===== config.mk =====
export PLATFORM = sky130hd
export DESIGN_NAME = sit_ram
export DESIGN_NICKNAME = d
export VERILOG_FILES = /design/src/sv/string_intern_table_defines.svh /design/src/sv/sit_ram.sv
export SDC_FILE = /design/constraint.sdc
export NUM_CORES = 1
export LEC_CHECK = 0
export BUFFER_PORTS_ARGS = -buffer_cell sky130_fd_sc_hd__buf_2
export CAP_MARGIN = 5
export CELL_PAD_IN_SITES_DETAIL_PLACEMENT = 0
export CELL_PAD_IN_SITES_GLOBAL_PLACEMENT = 1
export CORE_ASPECT_RATIO = 0.75
export CORE_MARGIN = 3
export CORE_UTILIZATION = 55
export DETAILED_ROUTE_END_ITERATION = 10
export PLACE_DENSITY = 0.79
export RECOVER_POWER = 25
export SLEW_MARGIN = 20
export SYNTH_ARGS = -nofsm -noshare
export SYNTH_HDL_FRONTEND = slang
export SYNTH_SLANG_ARGS = --single-unit
export TNS_END_PERCENT = 100

===== constraint.sdc =====
create_clock -name aclk -period 4.62 [get_ports aclk]
set_input_delay 0.924 -clock aclk [delete_from_list [all_inputs] [get_ports aclk]]
set_output_delay 0.924 -clock aclk [all_outputs]
set_load 0.02 [all_outputs]

===== src/sv/string_intern_table_defines.svh =====
// assertion macros shared by the string intern table
`ifndef STRING_INTERN_TABLE_DEFINES_SVH
`define STRING_INTERN_TABLE_DEFINES_SVH

// implication checked at every clock edge outside reset
`define SIT_ASSERT_IMPL(name, clk, rstn, ante, cons, msg) \
    name: assert property (@(posedge clk) disable iff (!rstn) (ante) |-> (cons)) \
        else $error(msg);

// invariant that holds at every clock edge outside reset
`define SIT_ASSERT_ALWAYS(name, clk, rstn, cons, msg) \
    `SIT_ASSERT_IMPL(name, clk, rstn, 1'b1, cons, msg)

`endif


===== src/sv/sit_ram.sv =====
`timescale 1ns / 1ps

module sit_ram #(
    parameter int WIDTH = 8,
    parameter int DEPTH = 32
) (
    input  logic                                     aclk,
    input  logic                                     we,
    input  logic [((DEPTH > 1) ? $clog2(DEPTH) : 1)-1:0] waddr,
    input  logic [WIDTH-1:0]                         wdata,
    input  logic [((DEPTH > 1) ? $clog2(DEPTH) : 1)-1:0] raddr,
    output logic [WIDTH-1:0]                         rdata
);

    logic [WIDTH-1:0] mem [DEPTH];
    logic [WIDTH-1:0] rdata_reg;

    always_ff @(posedge aclk) begin
        if (we) begin
            mem[waddr] <= wdata;
        end
        rdata_reg <= mem[raddr];
    end

    assign rdata = rdata_reg;

endmodule


==> impl_metrics.sql <==
INSERT INTO impl_metrics (metric_group, metric, value, unit) VALUES
('outcome', 'run_status', 'finished clean', ''),
('synth', 'ys_top_cells_by_area', 'sky130_fd_sc_hd__edfxtp_1 (76%), sky130_fd_sc_hd__mux4_2 (18%), sky130_fd_sc_hd__dfxtp_1 (1.6%), sky130_fd_sc_hd__nor2_1 (1.2%), sky130_fd_sc_hd__mux2_2 (0.90%)', ''),
('timing', 'setup_violations', '0', ''),
('place', 'globalplace.congestion', '0.811', ''),
('worst_setup_path', 'worst_setup_path_start_kind', 'input pin', ''),
('timing', 'unrepaired_setup_endpoints_after_global_routing', 'no', ''),
('synth', 'post_synth_inst_count', '417', ''),
('timing', 'fin_skew', '0.0163', 'ns'),
('synth', 'synthesis.nets', '437', ''),
('finish', 'largest_register_ffs', '256', ''),
('global_routing', 'grt_first_pass_wirelength', '30400', 'um'),
('synth', 'yosys.area.top_type_share', '76.5', '%'),
('global_routing', 'grt_max_degree', '65', ''),
('worst_setup_path', 'list_of_cells_traversed_by_the_critical_path', 'buf_4, buf_4, mux4_2, mux4_2, mux2_2', ''),
('worst_setup_path', 'worst-setup-path-type', 'input pin to flop', ''),
('power_and_ir_drop', 'power_density', '434', 'nW/um^2'),
('synth', 'yosysWarnings', '0', ''),
('synth', 'synth_xor_area_share', '0', '%'),
('hold_path', 'hold_path.startpoint', 'raddr[3]', ''),
('timing', 'min_period', '2.89', 'ns'),
('routing', 'drt-pass1-iter-count', '4', ''),
('routing', 'drt_iter0_drc', '578', ''),
('timing', 'tns', '0', 'ns'),
('synth', 'synth_area', '10100', 'um^2'),
('floorplan', 'design.die.area', '20000', 'um^2'),
('worst_setup_path', 'arrival', '3.29', 'ns'),
('worst_setup_path', 'r2r_start', 'mem[29][7]', ''),
('power_and_ir_drop', 'leakagePower', '0.00346', 'uW'),
('worst_setup_path', 'worst_path_max_delay_cell', 'sky130_fd_sc_hd__mux4_2', ''),
('finish', 'diodes', '0', ''),
('floorplan', 'rows', '42', ''),
('hold_path', 'hold_end', 'rdata[1]', ''),
('clocking', 'hold_buffers', '0', ''),
('synth', 'ys.flop_type', 'sky130_fd_sc_hd__edfxtp_1', ''),
('synth', 'combinational_family_with_the_most_area_after_synthesis', 'multiplexers', ''),
('routing', 'postRouteWirelength', '20400', 'um'),
('global_routing', 'number_of_global_route_vias_before_repair', '4417', ''),
('timing', 'final_min_period_over_clock_period', '62.6', '%'),
('finish', 'p_r_area_growth_vs_syn', '11.1', '%'),
('worst_setup_path', 'type_of_destination_of_the_critical_path', 'flop', ''),
('clocking', 'clock_root_buffer_master', 'sky130_fd_sc_hd__clkbuf_16', ''),
('clocking', 'cts-root-to-sink-buffers', '3', ''),
('synth', 'share_of_synthesized_area_occupied_by_flip_flops_and_latches', '78.1', '%'),
('finish', 'stdcell_area', '11200', 'um^2'),
('finish', 'fill_cells', '1267', ''),
('clocking', 'post_cts_buffers', '0', ''),
('global_routing', 'global_route.usage.total', '21.4', '%'),
('run', 'maxCapViolCount', '0', ''),
('finish', 'drive_above_1_share', '32.0', '%'),
('finish', 'finish.utilization', '62.9', '%'),
('power_and_ir_drop', 'power.ir.vdd_worst', '0.385', 'mV'),
('routing', 'route.detailed.vias_per_inst', '6.27', ''),
('floorplan', 'top_level_ports', '28', ''),
('worst_setup_path', 'critical_path_peak_fanout', '34', ''),
('clocking', 'clk_transition_reported_paths', '0.07', 'ns'),
('global_routing', 'grt_antenna_before_repair', '1', ''),
('clocking', 'tritoncts.num_buffers', '24', ''),
('synth', 'syn_area_per_cell', '24.1', 'um^2'),
('synth', 'synth_compound_gate_area_share', '0', '%'),
('place', 'placed_cell_area', '10400', 'um^2'),
('synth', 'yosys.area.top_type', 'sky130_fd_sc_hd__edfxtp_1', ''),
('timing', 'timing_hold_violations_final', '0', ''),
('timing', 'max_clock_freq', '346', 'MHz'),
('routing', 'antenna_violating_nets_post_route', '0', ''),
('synth', 'yosys.cell_count.top_type', 'sky130_fd_sc_hd__edfxtp_1', ''),
('clocking', 'clkLatencyLatePin', '0.51', 'ns'),
('synth', 'yosys_register_bits', '264', ''),
('synth', 'synth_edf_count', '256', ''),
('worst_setup_path', 'critical_path.reg2reg.endpoint', 'rdata[7]', ''),
('worst_setup_path', 'critPathMaxStageDelay', '0.61', 'ns'),
('timing', 'final_max_slew_viol_count', '0', '');
[stage by stage]
stage	worst slack, ns	std cells	hold slack, ns
3_5_place_dp	1.18	671	0.899
2_1_floorplan	1.89	417	0.865
4_1_cts	1.67	714	0.877
5_1_grt	1.59	714	0.889
3_3_place_gp	1.20	671	0.897
6_report	1.73	714	0.902
[final cells by class]
cell class | instances | area [um^2] | share of cell area (%)
well taps | 242 | 303 | 2.71
multi-input cells | 133 | 2100 | 18.8
flip-flops and latches | 264 | 7850 | 70.2
clock buffers | 30 | 644 | 5.77
clock inverters | 13 | 109 | 0.974
repair buffers | 32 | 169 | 1.51
[how the worst max path moves through the flow]
stage / start / end
2_1_floorplan: raddr[2] / rdata[0]
3_3_place_gp: raddr[0] / rdata[6]
3_5_place_dp: raddr[0] / rdata[6]
4_1_cts: raddr[0] / rdata[6]
5_1_grt: raddr[0] / rdata[6]
6_report: raddr[0] / rdata[6]
[per-layer routing]
| layer | routed length, um | up-vias | track usage (%) |
|---|---|---|---|
| li1 | - | 1858 | - |
| met1 | 9080 | 2394 | 34.8 |
| met2 | 9150 | 199 | 30.6 |
| met3 | 1920 | 23 | 4.96 |
| met4 | 250 | 2 | 3.78 |
| met5 | 13 | - | 0 |
[worst reg2reg max path: stages, from the launching register on]
cell,delay [ns]
sky130_fd_sc_hd__edfxtp_1,0.37
sky130_fd_sc_hd__mux4_2,0.55
sky130_fd_sc_hd__mux4_2,0.49
sky130_fd_sc_hd__mux2_2,0.29
[logic make-up (layout without fill, tap and decap cells)]
kind of cell,count (synthesis),after routing
multiplexers,88,88
buffers and inverters,20,75
AND/OR/NAND/NOR,45,45
flip-flops,264,264
[report_power, final]
part / leakage (uW) / internal, uW / switching [uW] / total [uW]
clock: 0.000374 / 1100 / 817 / 1910
sequential: 0.00237 / 2660 / 13.3 / 2680
combinational: 0.000711 / 106 / 151 / 256
[placed cells by master (no fill, tap or decap), drive strengths merged]
master  netlist  layout
buf          14      27
bufinv        0       2
clkbuf        6      35
clkinv        0      11
dfxtp         8       8
edfxtp      256     256
mux2          8       8
mux4         80      80
nand2         1       1
nand3         2       2
nand3b        5       5
nor2         33      33
or3           1       1
or3b          3       3
(Power assumes the default switching activity.)
