**config.mk**
```make
export PLATFORM = sky130hd
export DESIGN_NAME = sit_hash
export DESIGN_NICKNAME = d
export VERILOG_FILES = /design/src/sv/string_intern_table_defines.svh /design/src/sv/sit_pkg.sv /design/src/sv/sit_hash.sv
export SDC_FILE = /design/constraint.sdc
export NUM_CORES = 1
export LEC_CHECK = 0
export CORE_MARGIN = 1
export CORE_UTILIZATION = 57
export DETAILED_ROUTE_END_ITERATION = 8
export DONT_BUFFER_PORTS = 1
export PLACE_DENSITY = 0.72
export RECOVER_POWER = 100
export SYNTH_ARGS = -nofsm -noshare
export SYNTH_HDL_FRONTEND = slang
export SYNTH_SLANG_ARGS = --single-unit
```
**constraint.sdc**
```tcl
create_clock -name vclk -period 16
set_input_delay 1.6 -clock vclk [all_inputs]
set_output_delay 1.6 -clock vclk [all_outputs]
set_load 0.005 [all_outputs]
```
**src/sv/string_intern_table_defines.svh**
```systemverilog
// assertion macros shared by the string intern table
`ifndef STRING_INTERN_TABLE_DEFINES_SVH
`define STRING_INTERN_TABLE_DEFINES_SVH

// implication checked at every clock edge outside reset
`define SIT_ASSERT_IMPL(name, clk, rstn, ante, cons, msg) \
    name: assert property (@(posedge clk) disable iff (!rstn) (ante) |-> (cons)) \
        else $error(msg);

// invariant that holds at every clock edge outside reset
`define SIT_ASSERT_ALWAYS(name, clk, rstn, cons, msg) \
    `SIT_ASSERT_IMPL(name, clk, rstn, 1'b1, cons, msg)

`endif

```
**src/sv/sit_pkg.sv**
```systemverilog
`timescale 1ns / 1ps

package sit_pkg;

    localparam int MAX_WORD_BYTES_DEF = 32;
    localparam int BUCKET_COUNT_DEF   = 256;
    localparam int MAX_ENTRIES_DEF    = 128;
    localparam int STORE_BYTES_DEF    = 4096;

    localparam int HASH_W       = 32;
    localparam int SYM_W        = 8;
    localparam int RB_LEN_W     = 6;
    localparam int RESULT_LIMIT = 32;

    localparam logic [HASH_W-1:0] FNV_BASIS = 32'd2166136261;
    localparam logic [HASH_W-1:0] FNV_PRIME = 32'd16777619;

    localparam logic [1:0] OP_INTERN = 2'd0;
    localparam logic [1:0] OP_LOOKUP = 2'd1;
    localparam logic [1:0] OP_READ   = 2'd2;
    localparam logic [1:0] OP_UNUSED = 2'd3;

    localparam logic [1:0] ST_OK        = 2'd0;
    localparam logic [1:0] ST_BAD_ARG   = 2'd1;
    localparam logic [1:0] ST_BAD_STATE = 2'd2;
    localparam logic [1:0] ST_FULL      = 2'd3;

    typedef enum logic [4:0] {
        S_CLEAR,
        S_IDLE,
        S_DECIDE,
        S_BKT_RD,
        S_BKT_CHK,
        S_ENT_CHK,
        S_CMP_RD,
        S_CMP_CHK,
        S_LK_RD,
        S_LK_CHK,
        S_INS,
        S_CP_RD,
        S_CP_WR,
        S_CP_FIN,
        S_RB_ENT,
        S_RB_RD,
        S_RB_OUT,
        S_EMIT
    } state_t;

endpackage

```
**src/sv/sit_hash.sv**
```systemverilog
`timescale 1ns / 1ps

module sit_hash (
    input  logic [sit_pkg::HASH_W-1:0] hash_in,
    input  logic [7:0]                 byte_in,
    output logic [sit_pkg::HASH_W-1:0] hash_out
);

    logic [sit_pkg::HASH_W-1:0] mixed;

    // fnv-1a: xor the byte in, then multiply by the prime modulo 2^32
    assign mixed    = hash_in ^ {{(sit_pkg::HASH_W-8){1'b0}}, byte_in};
    assign hash_out = sit_pkg::HASH_W'(mixed * sit_pkg::FNV_PRIME);

endmodule
```
==> results.yml, run 1 <==
min_path:
  min_to: "hash_out[0]"
  hold_depth: 1
  min_path_type: "in -> out"
  hold_start: "hash_in[0]"
synthesis:
  avgSynthCellArea_um2: 9.33
  synth_seq_area_share_pct: 0
  yosysWarnings: 0
  syn_area_um2: 5770
  synthDistinctLibCells: 43
  synth_top_area_share_pct: 39.9
  synth_cells: 618
  syn-num-nets: 916
  synthTopCellsByArea: "ha_1 (40%), fa_1 (26%), inv_1 (11%), xnor2_1 (4.3%), xor2_1 (4.1%)"
  yosys.area.top_type: "ha_1"
cells_and_area:
  num-clock-buffers: 0
  seq_area_um2: 0
  design.seq.count: 0
  layout.cells.non_filler: 749
  fin_nets: 916
  antenna_cells: 0
  multi_input_area_um2: 5030
  filler_cell_count: 885
  mostFrequentLayoutCell: "ha_1"
  drive_above_1_share_pct: 0.649
  layout_common_cells: "ha_1 (184), inv_1 (170), fa_1 (74)"
  syn_to_final_growth_pct: 1.19
global_routing:
  grt_max_degree: 9
  antenna_found_initial: 0
  grt_pass1_vias: 4294
  grt_usage_pct: 23.6
  grt_first_pass_wirelength_um: 19200
  grt-ovfl-total: 0
sta:
  setup_viol: 0
  worst_pin_slew_ns: 0.626
  fin_tns_setup_ns: 0
  relSlewSlack_pct: 58.1
  period_share_pct: 53.5
  fmax_ghz: 0.117
  hold_violations: 0
  whs_ns: 3.37
  fin_crit_ns: 8.56
  rsz0062_at_grt: "no"
  final-max-slew-violation-count: 0
critical_path:
  path_buf_inv: 2
  arrival_ns: 6.96
  worstSetupPathType: "in -> out"
  critPathLaunchType: "input pin"
  cpMostUsedCell: "ha_1"
  crit_required_ns: 14.40
  cp.depth: 18
  end_kind: "output pin"
  crit_slowest_cell: "fa_1"
  critical_path.cell_chain: "xor2_1 -> ha_1 -> ha_1 -> fa_1 -> ha_1 -> fa_1 -> ha_1 -> inv_1 -> fa_1 -> inv_1 -> ha_1 -> and3_1 -> and3_1 -> a211oi_1 -> a21oi_1 -> a31oi_1 -> a31oi_1 -> xor2_1"
  critPathTopFamily: "adder cells"
  cpPeakStageDelay_ns: 0.53
  crit_fanout: 6
floorplan:
  rows: 36
  fp.dieW_um: 103
  core_um2: 9770
  fp.dieArea_um2: 10500
  num_io_pins: 72
  die_y_um: 103
  start_util_pct: 59.0
routing:
  drcViolationCount: 0
  ant_nets: 0
  vias: 4034
  wl_met2_um: 6050
  drt-total-wl_um: 11800
  drt-met1-wl_um: 5090
  viasPerCell: 5.39
  top_layer_used: "met4"
  first_iter_violations: 75
  firstDrtPassIters: 4
  met3_length_um: 619
  wire_per_inst_um: 15.8
run:
  drv_cap: 0
clocking:
  ctsHoldBuffers: 0
  postCtsSetupBuffers: 0
  cts_resized: 0
place:
  place_congestion: 0.864
  placed_cells: 749
  io_buffer_count: 0
  hpwl_um: 11100
run_status:
  status: "complete, no violations"
==> Yosys cell counts, drive strengths merged (5+ instances only) <==
| cell | n |
|---|---|
| a211oi | 5 |
| a21o | 7 |
| a21oi | 31 |
| fa | 74 |
| ha | 184 |
| inv | 170 |
| nand2 | 18 |
| nor2 | 10 |
| o21a | 5 |
| o21ai | 15 |
| xnor2 | 28 |
| xor2 | 27 |
==> kinds of logic (layout without fill, tap and decap cells) <==
family,after synthesis,count (layout),share of synthesized area (%)
compound gates,81,81,10.5
xor+xnor,55,55,8.35
fa+ha+maj,258,258,65.6
buf+inv,172,170,11.2
mux,1,1,0.174
simple gates,51,51,4.17
==> stage by stage <==
stage          worst slack [ns]  area [µm²]  util (%)
2_1_floorplan              8.41        5770         -
3_3_place_gp               8.02        5920      60.6
3_5_place_dp               7.89        5920      60.6
4_1_cts                    7.88        5920      60.6
5_1_grt                    7.13        5840      59.7
6_report                   7.44        5840      59.7
==> area by class of cell <==
cell class / instances / share of cell area, %
multi-input cells: 446 / 86.2
inverters: 170 / 10.9
well taps: 133 / 2.85
==> worst max path at each step <==
stage	start	to	slack, ns
after floorplan	byte_in[2]	hash_out[30]	8.41
after global placement	byte_in[0]	hash_out[30]	8.02
after detailed placement	byte_in[0]	hash_out[30]	7.89
after CTS	byte_in[0]	hash_out[30]	7.88
after global routing	byte_in[0]	hash_out[30]	7.13
final	byte_in[1]	hash_out[30]	7.44
==> routing by layer <==
metal  track usage [%]  vias up
li1                  -     1996
met1              28.7     1963
met2              44.8       68
met3              3.93        7
met4              2.09        0
met5                 0        -
Power of run 1 is not shown: default switching activity piles up to over one toggle a cycle in this logic, so the estimate is an artifact.
==> inputs of run 2 (changes only) <==
PLACE_DENSITY = 0.75   (was 0.72)
clock period = 7.8 ns   (was 16 ns; I/O delays follow)
==> run 2 against run 1 <==
  * Sequential cell count stayed put
  * Via count rose by 0.74%
  * Wire length increased by 1.3%
  * Count of clock-buffer cells in the layout did not move
  * Cell count rose by 0.13%
  * Die area unchanged
  * Critical path depth is the same
==> results.yml, run 2 (same netlist as run 1, synthesis figures left out) <==
global_routing:
  grt_pass1_vias: 4393
  grt_first_pass_wirelength_um: 19800
  grt_usage_pct: 24.2
  grt_max_degree: 9
  antenna_found_initial: 0
  grt-ovfl-total: 0
place:
  placed_cells: 750
  hpwl_um: 11200
  place_congestion: 0.893
  io_buffer_count: 0
floorplan:
  core_um2: 9770
  rows: 36
  start_util_pct: 59.0
  num_io_pins: 72
  fp.dieArea_um2: 10500
  die_y_um: 103
  fp.dieW_um: 103
sta:
  relSlewSlack_pct: 58.3
  setup_viol: 0
  hold_violations: 0
  fmax_ghz: 0.146
  rsz0062_at_grt: "no"
  final-max-slew-violation-count: 0
  worst_pin_slew_ns: 0.622
  fin_tns_setup_ns: 0
  fin_crit_ns: 6.86
  period_share_pct: 87.9
critical_path:
  crit_fanout: 6
  end_kind: "output pin"
  worstSetupPathType: "in -> out"
  arrival_ns: 6.08
  crit_required_ns: 7.02
  critPathLaunchType: "input pin"
routing:
  wire_per_inst_um: 16.0
  first_iter_violations: 94
  ant_nets: 0
  vias: 4064
  firstDrtPassIters: 4
  drcViolationCount: 0
  drt-total-wl_um: 12000
  viasPerCell: 5.42
cells_and_area:
  seq_area_um2: 0
  layout_common_cells: "ha_1 (184), inv_1 (170), fa_1 (74)"
  drive_above_1_share_pct: 0.648
  fin_nets: 917
  mostFrequentLayoutCell: "ha_1"
  antenna_cells: 0
  num-clock-buffers: 0
  syn_to_final_growth_pct: 1.26
  layout.cells.non_filler: 750
  design.seq.count: 0
clocking:
  cts_resized: 0
  ctsHoldBuffers: 0
  postCtsSetupBuffers: 0
run:
  drv_cap: 0
run_status:
  status: "complete, no violations"
min_path:
  min_path_type: "in -> out"
==> run 2: cell count changes in the layout (fill, tap and decap cells not counted) <==
cell and delta:
clkbuf_1 +1
==> run 2: per-stage QoR <==
| stage | hold slack [ns] | utilization [%] | area, µm² | worst slack, ns |
|---|---|---|---|---|
| final | 1.83 | 59.7 | 5840 | 0.941 |
| after CTS | 1.79 | 60.7 | 5930 | 1.40 |
| after global placement | 1.79 | 60.7 | 5930 | 1.55 |
| after detailed placement | 1.79 | 60.7 | 5930 | 1.43 |
| after floorplan | 1.67 | - | 5770 | 1.85 |
| after global routing | 1.85 | 59.7 | 5840 | 0.696 |
==> run 2: critical path, cell delays in order <==
cell and delay, ns:
xor2_1 0.33, ha_1 0.31, ha_1 0.22, fa_1 0.49, ha_1 0.23, fa_1 0.50
ha_1 0.29, inv_1 0.05, fa_1 0.53, inv_1 0.04, ha_1 0.36, and3_1 0.22
and3_1 0.19, a211oi_1 0.38, a21oi_1 0.24, a31oi_1 0.52, o21ai_0 0.19, xor2_1 0.20
==> run 2: worst paths after layout <==
check	start	to	slack (ns)	depth (start not counted)
max	byte_in[2]	hash_out[26]	0.94	18
min	hash_in[0]	hash_out[0]	1.83	2
==> run 2: layout make-up <==
| class | instances | area [µm²] |
|---|---|---|
| fillers | 879 | 3940 |
| inverters | 170 | 638 |
| multi-input cells | 446 | 5030 |
| well taps | 133 | 166 |
| repair buffers | 1 | 3.75 |
==> run 2: layer usage <==
metal	part of all wire [%]	vias to the layer above	wire (µm)	global-route usage, %
met4	1.2	0	147	3.30
li1	-	1997	-	-
met3	5.6	14	674	4.47
met2	52	83	6190	45.7
met5	0	-	0	0
met1	42	1970	4990	28.8
Power of run 2 is left out for the same reason.
